`src/sv/isgb_pkg.sv`:
```
`default_nettype none

package isgb_pkg;

  localparam int CAL_SAMPLES_LOG2 = 9;
  localparam int RECIP_FRAC_BITS  = 20;

  localparam int RAW_W   = 16;
  localparam int AXIS_W  = 19;
  localparam int OFF_W   = 8;
  localparam int SUM_W   = 26;
  localparam int RANGE_W = 2;
  localparam int IDX_W   = 8;
  localparam int CNT_W   = CAL_SAMPLES_LOG2;
  localparam int RECIP_W = RECIP_FRAC_BITS - 4;
  localparam int PROD_W  = RAW_W + RECIP_W + 1;
  localparam int ACC_W   = RECIP_FRAC_BITS + 14;

  localparam logic [IDX_W-1:0] CFG_GYRO_RANGE  = IDX_W'(0);
  localparam logic [IDX_W-1:0] CFG_ACCEL_RANGE = IDX_W'(1);

  typedef enum logic [1:0] {
    OP_GYRO  = 2'd0,
    OP_ACCEL = 2'd1,
    OP_CAL   = 2'd2
  } opcode_t;

  localparam longint unsigned RECIP_NUM = (64'd1 << RECIP_FRAC_BITS) * 64'd10;
  localparam longint unsigned RECIP_0   = (RECIP_NUM + 64'd655) / 64'd1310;
  localparam longint unsigned RECIP_1   = (RECIP_NUM + 64'd327) / 64'd655;
  localparam longint unsigned RECIP_2   = (RECIP_NUM + 64'd164) / 64'd328;
  localparam longint unsigned RECIP_3   = (RECIP_NUM + 64'd82) / 64'd164;

  typedef logic [RECIP_W-1:0] recip_t;

  function automatic recip_t gyro_recip(input logic [RANGE_W-1:0] range);
    recip_t r;
    case (range)
      2'd0:    r = RECIP_W'(RECIP_0);
      2'd1:    r = RECIP_W'(RECIP_1);
      2'd2:    r = RECIP_W'(RECIP_2);
      default: r = RECIP_W'(RECIP_3);
    endcase
    return r;
  endfunction

endpackage

`default_nettype wire

```
`src/sv/imu_sample_scale_and_gyro_bias_cal_unit.sv`:
```
// An accepted input request passes through the input register, then the result register,
// before its result is valid on the master side.
// Throughput: one request per cycle unless m_tready stalls; input and result registers,
// state (offsets, sums, count) updated as a request moves into the result register.
// Reset (rst, synchronous): ranges, offsets, sums and count cleared, both stages empty.
`default_nettype none

module imu_sample_scale_and_gyro_bias_cal_unit (
  input  wire logic        clk,
  input  wire logic        rst,
  input  wire logic        s_tvalid,
  output logic             s_tready,
  // x_high, x_low, y_high, y_low, z_high, z_low
  input  wire logic [47:0] s_tdata,
  // opcode
  input  wire logic [1:0]  s_tuser,
  output logic             m_tvalid,
  input  wire logic        m_tready,
  // axis_x, axis_y, axis_z, cal_done, offset_x, offset_y, offset_z, zero pad
  output logic [87:0]      m_tdata,
  // kind
  output logic [1:0]       m_tuser,
  input  wire logic        cfg_valid,
  output logic             cfg_ready,
  input  wire logic [isgb_pkg::IDX_W-1:0]   cfg_index,
  input  wire logic [isgb_pkg::RANGE_W-1:0] cfg_data
);

  localparam int AW = isgb_pkg::AXIS_W;
  localparam int OW = isgb_pkg::OFF_W;
  localparam int SW = isgb_pkg::SUM_W;
  localparam int L  = isgb_pkg::CAL_SAMPLES_LOG2;

  logic [isgb_pkg::RANGE_W-1:0] gyro_fs_sel;
  logic [isgb_pkg::RANGE_W-1:0] accel_fs_sel;

  logic                                 s1_valid;
  logic [1:0]                           s1_op;
  logic signed [isgb_pkg::RAW_W-1:0]    s1_raw [3];

  logic signed [OW-1:0]       gyro_offsets [3];
  logic signed [OW-1:0]       gyro_offsets_next [3];
  logic signed [SW-1:0]       cal_sums [3];
  logic signed [SW-1:0]       cal_sums_next [3];
  logic [isgb_pkg::CNT_W-1:0] cal_count;
  logic [isgb_pkg::CNT_W-1:0] cal_count_next;

  logic                out_valid;
  logic [1:0]          out_kind;
  logic signed [AW-1:0] out_axis [3];
  logic                out_done;
  logic signed [OW-1:0] out_off [3];

  logic                 out_free;
  logic                 s1_fire;
  logic                 in_fire;
  isgb_pkg::recip_t     recip;
  logic signed [AW-1:0] gyro_axis [3];
  logic signed [AW-1:0] axis_next [3];
  logic                 done_next;
  logic signed [SW-1:0] new_sum [3];
  logic [SW-1:0]        mag [3];
  logic [SW:0]          q [3];

  assign out_free  = !out_valid || m_tready;
  assign s1_fire   = s1_valid && out_free;
  assign s_tready  = !s1_valid || out_free;
  assign in_fire   = s_tvalid && s_tready;
  assign cfg_ready = 1'b1;
  assign recip     = isgb_pkg::gyro_recip(gyro_fs_sel);

  for (genvar g = 0; g < 3; g++) begin : g_axis
    isgb_gyro_scale u_scale (
      .raw    (s1_raw[g]),
      .recip  (recip),
      .offset (gyro_offsets[g]),
      .axis   (gyro_axis[g])
    );
  end

  always_comb begin
    done_next      = 1'b0;
    cal_count_next = cal_count;
    for (int i = 0; i < 3; i++) begin
      axis_next[i]         = '0;
      gyro_offsets_next[i] = gyro_offsets[i];
      cal_sums_next[i]     = cal_sums[i];
      new_sum[i]           = cal_sums[i] + SW'(gyro_axis[i]);
      mag[i]               = new_sum[i][SW-1] ? SW'(-new_sum[i]) : SW'(new_sum[i]);
      q[i]                 = ({1'b0, mag[i]} + (SW+1)'(64'd1 << (L - 1))) >> L;
    end
    case (s1_op)
      isgb_pkg::OP_GYRO: begin
        for (int i = 0; i < 3; i++) axis_next[i] = gyro_axis[i];
      end
      isgb_pkg::OP_ACCEL: begin
        for (int i = 0; i < 3; i++) axis_next[i] = AW'(s1_raw[i]) <<< accel_fs_sel;
      end
      isgb_pkg::OP_CAL: begin
        for (int i = 0; i < 3; i++) begin
          axis_next[i]     = gyro_axis[i];
          cal_sums_next[i] = new_sum[i];
        end
        cal_count_next = cal_count + 1'b1;
        if (&cal_count) begin
          done_next = 1'b1;
          for (int i = 0; i < 3; i++) begin
            cal_sums_next[i] = '0;
            // negated mean, saturated
            if (!new_sum[i][SW-1] && (new_sum[i] != '0)) begin
              gyro_offsets_next[i] = (q[i] > (SW+1)'(128)) ? OW'(-128) : OW'(-q[i]);
            end else begin
              gyro_offsets_next[i] = (q[i] > (SW+1)'(127)) ? OW'(127) : OW'(q[i]);
            end
          end
        end
      end
      default: begin
      end
    endcase
  end

  always_ff @(posedge clk) begin
    if (rst) begin
      gyro_fs_sel  <= '0;
      accel_fs_sel <= '0;
    end else if (cfg_valid) begin
      if (cfg_index == isgb_pkg::CFG_GYRO_RANGE) gyro_fs_sel <= cfg_data;
      if (cfg_index == isgb_pkg::CFG_ACCEL_RANGE) accel_fs_sel <= cfg_data;
    end
  end

  always_ff @(posedge clk) begin
    if (rst) begin
      s1_valid <= 1'b0;
    end else if (s_tready) begin
      s1_valid <= s_tvalid;
    end
    if (in_fire) begin
      s1_op     <= s_tuser;
      s1_raw[0] <= {s_tdata[7:0], s_tdata[15:8]};
      s1_raw[1] <= {s_tdata[23:16], s_tdata[31:24]};
      s1_raw[2] <= {s_tdata[39:32], s_tdata[47:40]};
    end
  end

  always_ff @(posedge clk) begin
    if (rst) begin
      cal_count <= '0;
      for (int i = 0; i < 3; i++) begin
        gyro_offsets[i] <= '0;
        cal_sums[i]     <= '0;
      end
    end else if (s1_fire) begin
      cal_count <= cal_count_next;
      for (int i = 0; i < 3; i++) begin
        gyro_offsets[i] <= gyro_offsets_next[i];
        cal_sums[i]     <= cal_sums_next[i];
      end
    end
  end

  always_ff @(posedge clk) begin
    if (rst) begin
      out_valid <= 1'b0;
    end else if (out_free) begin
      out_valid <= s1_valid;
    end
    if (s1_fire) begin
      out_kind <= s1_op;
      out_done <= done_next;
      for (int i = 0; i < 3; i++) begin
        out_axis[i] <= axis_next[i];
        out_off[i]  <= gyro_offsets_next[i];
      end
    end
  end

  assign m_tvalid = out_valid;
  assign m_tuser  = out_kind;
  assign m_tdata  = {6'd0, out_off[2], out_off[1], out_off[0], out_done,
                     out_axis[2], out_axis[1], out_axis[0]};

endmodule

`default_nettype wire

```
`src/sv/isgb_gyro_scale.sv`:
```
`default_nettype none

module isgb_gyro_scale (
  input  wire logic signed [isgb_pkg::RAW_W-1:0]  raw,
  input  wire isgb_pkg::recip_t                   recip,
  input  wire logic signed [isgb_pkg::OFF_W-1:0]  offset,
  output logic signed [isgb_pkg::AXIS_W-1:0]      axis
);

  logic signed [isgb_pkg::PROD_W-1:0] prod;
  logic signed [isgb_pkg::ACC_W-1:0]  acc;
  logic signed [isgb_pkg::ACC_W-1:0]  bias;
  logic signed [isgb_pkg::ACC_W-1:0]  adj;
  logic signed [isgb_pkg::ACC_W-1:0]  shifted;

  always_comb begin
    prod    = isgb_pkg::PROD_W'(raw) * $signed({1'b0, recip});
    acc     = isgb_pkg::ACC_W'(prod)
            + (isgb_pkg::ACC_W'(offset) <<< isgb_pkg::RECIP_FRAC_BITS);
    // truncate toward zero
    bias    = acc[isgb_pkg::ACC_W-1]
            ? isgb_pkg::ACC_W'((64'd1 << isgb_pkg::RECIP_FRAC_BITS) - 64'd1)
            : '0;
    adj     = acc + bias;
    shifted = adj >>> isgb_pkg::RECIP_FRAC_BITS;
    axis    = shifted[isgb_pkg::AXIS_W-1:0];
  end

endmodule

`default_nettype wire
```
`config.mk`:
```
export PLATFORM = sky130hd
export DESIGN_NAME = imu_sample_scale_and_gyro_bias_cal_unit
export DESIGN_NICKNAME = d
export VERILOG_FILES = /design/src/sv/isgb_pkg.sv /design/src/sv/imu_sample_scale_and_gyro_bias_cal_unit.sv /design/src/sv/isgb_gyro_scale.sv
export SDC_FILE = /design/constraint.sdc
export NUM_CORES = 2
export LEC_CHECK = 0
export BUFFER_PORTS_ARGS = -buffer_cell sky130_fd_sc_hd__clkbuf_2
export CAP_MARGIN = 30
export CELL_PAD_IN_SITES_DETAIL_PLACEMENT = 2
export CELL_PAD_IN_SITES_GLOBAL_PLACEMENT = 2
export CORE_UTILIZATION = 25
export CTS_BUF_LIST = sky130_fd_sc_hd__clkbuf_8 sky130_fd_sc_hd__clkbuf_16
export DETAILED_ROUTE_END_ITERATION = 16
export PLACE_DENSITY = 0.66
export SYNTH_ARGS = -nofsm -noshare
export SYNTH_HDL_FRONTEND = slang
export SYNTH_HIERARCHICAL = 1
export SYNTH_SLANG_ARGS = --single-unit
```
`constraint.sdc`:
```
create_clock -name clk -period 15.7 [get_ports clk]
set_input_delay 3.14 -clock clk [delete_from_list [all_inputs] [get_ports clk]]
set_output_delay 3.14 -clock clk [all_outputs]
set_load 0.1 [all_outputs]
```
; ---- Word-level counts from Yosys, hierarchy flattened
; Memory sizes are Yosys's and may differ from the RTL's.
; Index checks and enable logic that the tools add are counted.
; W data, S select, Z words.
[word_totals]
ff_bits = 20
mem_bits_rw = 231
input_bits = 65
output_inout_bits = 93
wordCells = 114
mem_count = 5
[memory_table]
columns = memory, words, width, read_ports, rd_clocked_by_memory_dff, write_ports, line
row1 = cal_sums, 3, 26, 3, 0, 3, imu_sample_scale_and_gyro_bias_cal_unit.sv:43  ; logic signed [SW-1:0] cal_sums [3];
row2 = out_axis, 3, 19, 3, 0, 3, imu_sample_scale_and_gyro_bias_cal_unit.sv:50  ; logic signed [AW-1:0] out_axis [3];
row3 = s1_raw, 3, 16, 3, 0, 3, imu_sample_scale_and_gyro_bias_cal_unit.sv:39  ; logic signed [isgb_pkg::RAW_W-1:0] s1_raw [3];
row4 = gyro_offsets, 3, 8, 3, 0, 3, imu_sample_scale_and_gyro_bias_cal_unit.sv:41  ; logic signed [OW-1:0] gyro_offsets [3];
row5 = out_off, 3, 8, 3, 0, 3, imu_sample_scale_and_gyro_bias_cal_unit.sv:52  ; logic signed [OW-1:0] out_off [3];
[op_classes]
n_addsub = 19
n_mul = 3
magnitude_cmp = 6
n_eq_ne = 5
shift = 3
muxes = 36
n_bitwise = 6
n_reduce_logical = 23
[op_table]
columns = op, n
row1 = $mux W26, 6
row2 = $mux W78, 2
row3 = $pmux W57 S2, 1
row4 = $add A33 B28 Y34, 3
row5 = $add A34 B21 Y34, 3
row6 = $mul A16 B17 Y33, 3
row7 = $mux W8, 12
row8 = $add A26 B9 Y27 const B, 3
row9 = $add A26 B14 Y26, 3
row10 = $neg A26 Y26, 3
row11 = $reduce_bool A26 Y1, 3
row12 = $mux W20, 3
row13 = $sshl A16 B2 Y19, 3
row14 = $gt A18 B7 Y1 const B, 3
row15 = $gt A18 B8 Y1 const B, 3
row16 = $mux W24, 2
row17 = $pmux W16 S3, 1
row18 = $neg A8 Y8, 3
row19 = $add A9 B1 Y9 const B, 1
row20 = $mux W1, 9
row21 = $reduce_and A9 Y1, 1
row22 = $eq A8 B1 Y1 const B, 1
row23 = $logic_not A8 Y1, 1
row24 = $or A1 B1 Y1, 6
row25 = 8 further kinds, 22

; ---- Depth between registers and ports, before layout
[logic_depth]
ltp_word = 16
depth_mapped = 63
depth_no_buf = 57

; ---- Modules after synthesis
; Netlist, hierarchy kept.
[modules_own_cells]
columns = module, n_inst, cells_per_inst, area_each_um2, seq_area_each_um2
row1 = imu_sample_scale_and_gyro_bias_cal_unit, 1, 2176, 19710.2, 7387.1
row2 = isgb_gyro_scale at g_axis[0].u_scale, 1, 1268, 10446.3, 0.0
row3 = isgb_gyro_scale at g_axis[1].u_scale, 1, 1217, 10143.5, 0.0
row4 = isgb_gyro_scale at g_axis[2].u_scale, 1, 1192, 10068.4, 0.0

; ---- Worst setup path after synthesis
; No wires, ideal clock.
[synth_timing]
path_kind = register -> register
startpoint = register gyro_fs_sel[0] (netlist name)
endpoint = memory gyro_offsets[0][19] (netlist name) (data pin)
setup_time_ns = 0.132
t_arrival_ns = 13.862
required_ns = 15.568
slack_ns = 1.707
path_stages_with_launch = 60
n_path_buf = 6
synth_period_minus_slack_ns = 13.993
cell_sequence = dfxtp_1 -> ha_1 -> nor2_1 -> clkbuf_1 -> and2_1 -> fa_1 -> inv_1 -> fa_1 -> inv_1 -> fa_1 -> inv_1 -> fa_1 -> fa_1 -> fa_1 -> inv_1 -> ha_1 -> nand2_1 -> nor4_1 -> (+24 left out) -> clkbuf_1 -> buf_1 -> o21ai_0 -> xnor2_1 -> ha_1 -> inv_1 -> xnor2_1 -> xnor2_1 -> inv_1 -> ha_1 -> nand2_1 -> nor4b_2 -> a21oi_1 -> or4_1 -> buf_2 -> or4_1 -> nand3_1 -> and2_1
[synth_rtl]
columns = element, line
row1 = from (decl), imu_sample_scale_and_gyro_bias_cal_unit.sv:34  ; logic [isgb_pkg::RANGE_W-1:0] gyro_fs_sel;
row2 = from (signal assigned), imu_sample_scale_and_gyro_bias_cal_unit.sv:128  ; if (cfg_index == isgb_pkg::CFG_GYRO_RANGE) gyro_fs_sel <= cfg_data;
row3 = to (decl), imu_sample_scale_and_gyro_bias_cal_unit.sv:41

==> summary.log <==
qor: worst_setup_path.cell_depth_of_the_worst_setup_path 52
qor: worst_setup_path.reg2regPathDepth 52
qor: status.status complete, no violations
qor: floorplanning.dieWidth 450.9 µm
qor: finish.layout_commonest_cell sky130_fd_sc_hd__inv_1
qor: clock_tree.cts_max_level 2
qor: synthesis.most_frequently_used_flop_master_after_synthesis sky130_fd_sc_hd__edfxtp_1
qor: clock_tree.clock-sinks 251
qor: finish.most-common-layout-cells sky130_fd_sc_hd__inv_1 (1,006), sky130_fd_sc_hd__fa_1 (624), sky130_fd_sc_hd__nand2_1 (615)
qor: worst_setup_path.worst-setup-path-type reg2reg
qor: finish.final.fill_count 22,870
qor: synthesis.synth-seq-area-share 0.1467
qor: clock_tree.cts.clk_slew.worst_paths 0.05 ns
qor: sta.period_minus_slack 14.89 ns
qor: synthesis.post_synth_arst_share 0
qor: clock_tree.clock_path_buffers 3
qor: floorplanning.core.rowCount 164
qor: synthesis.synth_seq_cells 251
qor: worst_setup_path.cp-start-kind flip-flop
qor: routing.drtIter0Drc 1,722
qor: routing.vias 42,470
qor: worst_setup_path.crit-reg2reg-launch gyro_fs_sel[1]$_SDFFE_PP0P_
qor: run.max_cap_violations 0
qor: floorplanning.floorplan.initialDensity 0.2520
qor: finish.area_delta_synth_final 11.97%
qor: sta.timing_hold_violations_final 0
qor: synthesis.syn_area 50,370 µm²
qor: routing.finalWirelength 184.2 mm
qor: finish.num-nets-final 7,132
qor: placed_design.gp_congestion 0.8590
qor: floorplanning.floorplan.io_pins 158
qor: placed_design.dp.cells 8,574
qor: synthesis.postSynthAreaPerCell 8.606 µm²
qor: worst_setup_path.timing.critical_path.buf_inv 9
qor: clock_tree.cts_made_buffers 35
qor: finish.layout-drive-gt1-share 0.09271
qor: worst_setup_path.critical_path_arrival 15.33 ns
qor: sta.timing_worst_slew_pin_value 1.044 ns
qor: routing.detail_route.first_pass.iterations 5
qor: finish.final_area 56,400 µm²
qor: global_route.gr-usage-all-layers 0.1808
qor: worst_setup_path.worstPathRequired 16.14 ns
qor: clock_tree.cts.root.buffer_cell sky130_fd_sc_hd__clkbuf_16
qor: worst_setup_path.crit_path_end_kind flip-flop
qor: placed_design.standard_cell_area_after_detailed_placement 54,570 µm²
qor: synthesis.yosys_warnings 6
qor: worst_setup_path.critPathSlowestCell sky130_fd_sc_hd__a222oi_1
qor: sta.max_freq 0.06717 GHz
qor: min_path.worst_hold_path_type reg2reg
qor: floorplanning.floorplan.die.height 450.9 µm
qor: global_route.grt.overflow.total 0
qor: routing.detail-route-antenna-nets 0
qor: clock_tree.cts_tree yes
qor: synthesis.synth_edf_count 236
qor: global_route.grt_max_degree 87
qor: global_route.grt_first_pass_wirelength 288.4 mm
qor: min_path.cell_depth_of_the_worst_min_delay_path 2
qor: floorplanning.fp.coreArea 199,900 µm²
qor: worst_setup_path.crit_path_start gyro_fs_sel[1]$_SDFFE_PP0P_
qor: global_route.first_global_vias 48,180
qor: placed_design.numPortBuffers 150
qor: sta.setup_viol_count_final 0
qor: placed_design.place.detailed.hpwl 147.5 mm
qor: min_path.holdCritStartpoint cal_count[7]$_SDFFE_PP0P_
qor: sta.slew_viol_final 0
qor: synthesis.synthCells 5,853
qor: sta.clock_skew_after_layout 0.03148 ns
qor: finish.filler_free_cell_count_of_the_finished_design 8,667
qor: sta.finalCritPeriodShare 0.9483
qor: synthesis.yosys.cell_types.count 127
qor: clock_tree.worstSkewPairLatency 0.60 ns
qor: sta.slew_headroom 0.3007
qor: worst_setup_path.critical-path-top-delay-family simple AND/OR/NAND/NOR gates
qor: floorplanning.die-area 203,300 µm²
qor: worst_setup_path.max_stage_delay 0.63 ns
qor: routing.avgViaCountPerCell 4.901
qor: worst_setup_path.critical_path_peak_fanout 9
qor: routing.wl_per_cell 21.25 µm
qor: global_route.number_of_antenna_violations_at_the_first_check_in_global_routing 3
qor: routing.detail_route.drc_violations 0
==> tightest hold or removal path: stages (launching register included) <==
cell,delay [ns]
sky130_fd_sc_hd__dfxtp_1,0.32
sky130_fd_sc_hd__o21ai_0,0.08
sky130_fd_sc_hd__a21oi_1,0.06
==> layer usage <==
metal,global-route usage,share of wire,vias up
met5,0,0,-
met4,0.05171,0.028,0
met3,0.01064,0.018,170
met2,0.3293,0.51,419
met1,0.2281,0.44,22240
li1,-,-,19640
==> cell type report <==
| class | instances | area [µm²] | area share |
|---|---|---|---|
| Multi-Input combinational cell | 4399 | 38670 | 0.6857 |
| Clock inverter | 26 | 299.0 | 0.005302 |
| Sequential cell | 251 | 7393 | 0.1311 |
| Inverter | 1005 | 3791 | 0.06722 |
| Antenna cell | 3 | 7.507 | 0.0001331 |
| Tap cell | 2656 | 3323 | 0.05892 |
| Clock buffer | 37 | 925.9 | 0.01642 |
| Timing Repair Buffer | 290 | 1988 | 0.03525 |
==> logic make-up (layout without fill, tap and decap cells) <==
family                     after synthesis  in the layout  share of synthesized area
muxes                                   74             74                    0.01530
adders and majority gates             1085           1085                     0.3625
AOI/OAI and AO/OA                     1009           1009                     0.1403
and+or+nand+nor                       1930           1931                     0.1969
DFF                                    251            251                     0.1467
xor gates and xnor gates               230            230                    0.04044
buffers and inverters                 1272           1358                    0.09770
other                                    2             73                  0.0001491
==> cells in the mapped netlist (all sizes together), types with 41 or more instances <==
library cell	n	area share
a21o	66	0.0098
nor4	44	0.0072
o211ai	51	0.0085
clkbuf	201	0.015
a21oi	257	0.027
and3	49	0.0061
edfxtp	236	0.14
o21ai	161	0.016
and2	419	0.052
nand3	100	0.0099
xnor2	146	0.026
nand4	62	0.0078
fa	624	0.25
o21a	50	0.0076
ha	461	0.11
buf	66	0.0078
o22ai	51	0.0063
nand2b	41	0.0051
mux2i	50	0.0099
nor2	312	0.023
xor2	84	0.015
inv	1005	0.075
nand2	617	0.046
a211oi	59	0.0098
nor3	85	0.0085
==> through the flow <==
stage / TNS, ns / util / hold WS (ns) / setup slack, ns
final: 0 / 0.2822 / 0.5020 / 0.8120
after detailed placement: -0.3587 / 0.2730 / 0.4865 / -0.1351
after floorplan: 0 / - / 0.4584 / 1.707
after global routing: -0.1433 / 0.2821 / 0.5352 / -0.04493
after CTS: 0 / 0.2794 / 0.5160 / 0.02911
after global placement: 0 / 0.2726 / 0.4721 / 0.2764
==> registers in the layout, indices dropped and copies added (netlist names), 2 cells and up <==
signal        flops
accel_fs_sel      2
gyro_fs_sel       2
cal_count         9
out_axis         57
gyro_offsets     24
m_tuser           2
cal_sums         78
out_off          24
s1_raw           48
s1_op             2
==> what timing repair did <==
action,4_1_cts,5_1_grt
gates resized for setup,6,71
pin swaps,3,8
hold buffers,0,0
endpoints found under the setup margin,8,48
cloned,1,0
setup buffers,4,17
==> worst paths after layout <==
kind | to | slack (ns)
max | gyro_offsets[0][19]$_SDFFCE_PN0P_ | 0.81
min | cal_count[7]$_SDFFE_PP0P_ | 0.50
max reg2reg | gyro_offsets[0][19]$_SDFFCE_PN0P_ | 0.81
min reg2reg | cal_count[7]$_SDFFE_PP0P_ | 0.50
Power is not shown: default switching activity piles up to over one toggle a cycle in this logic, so the estimate is an artifact.
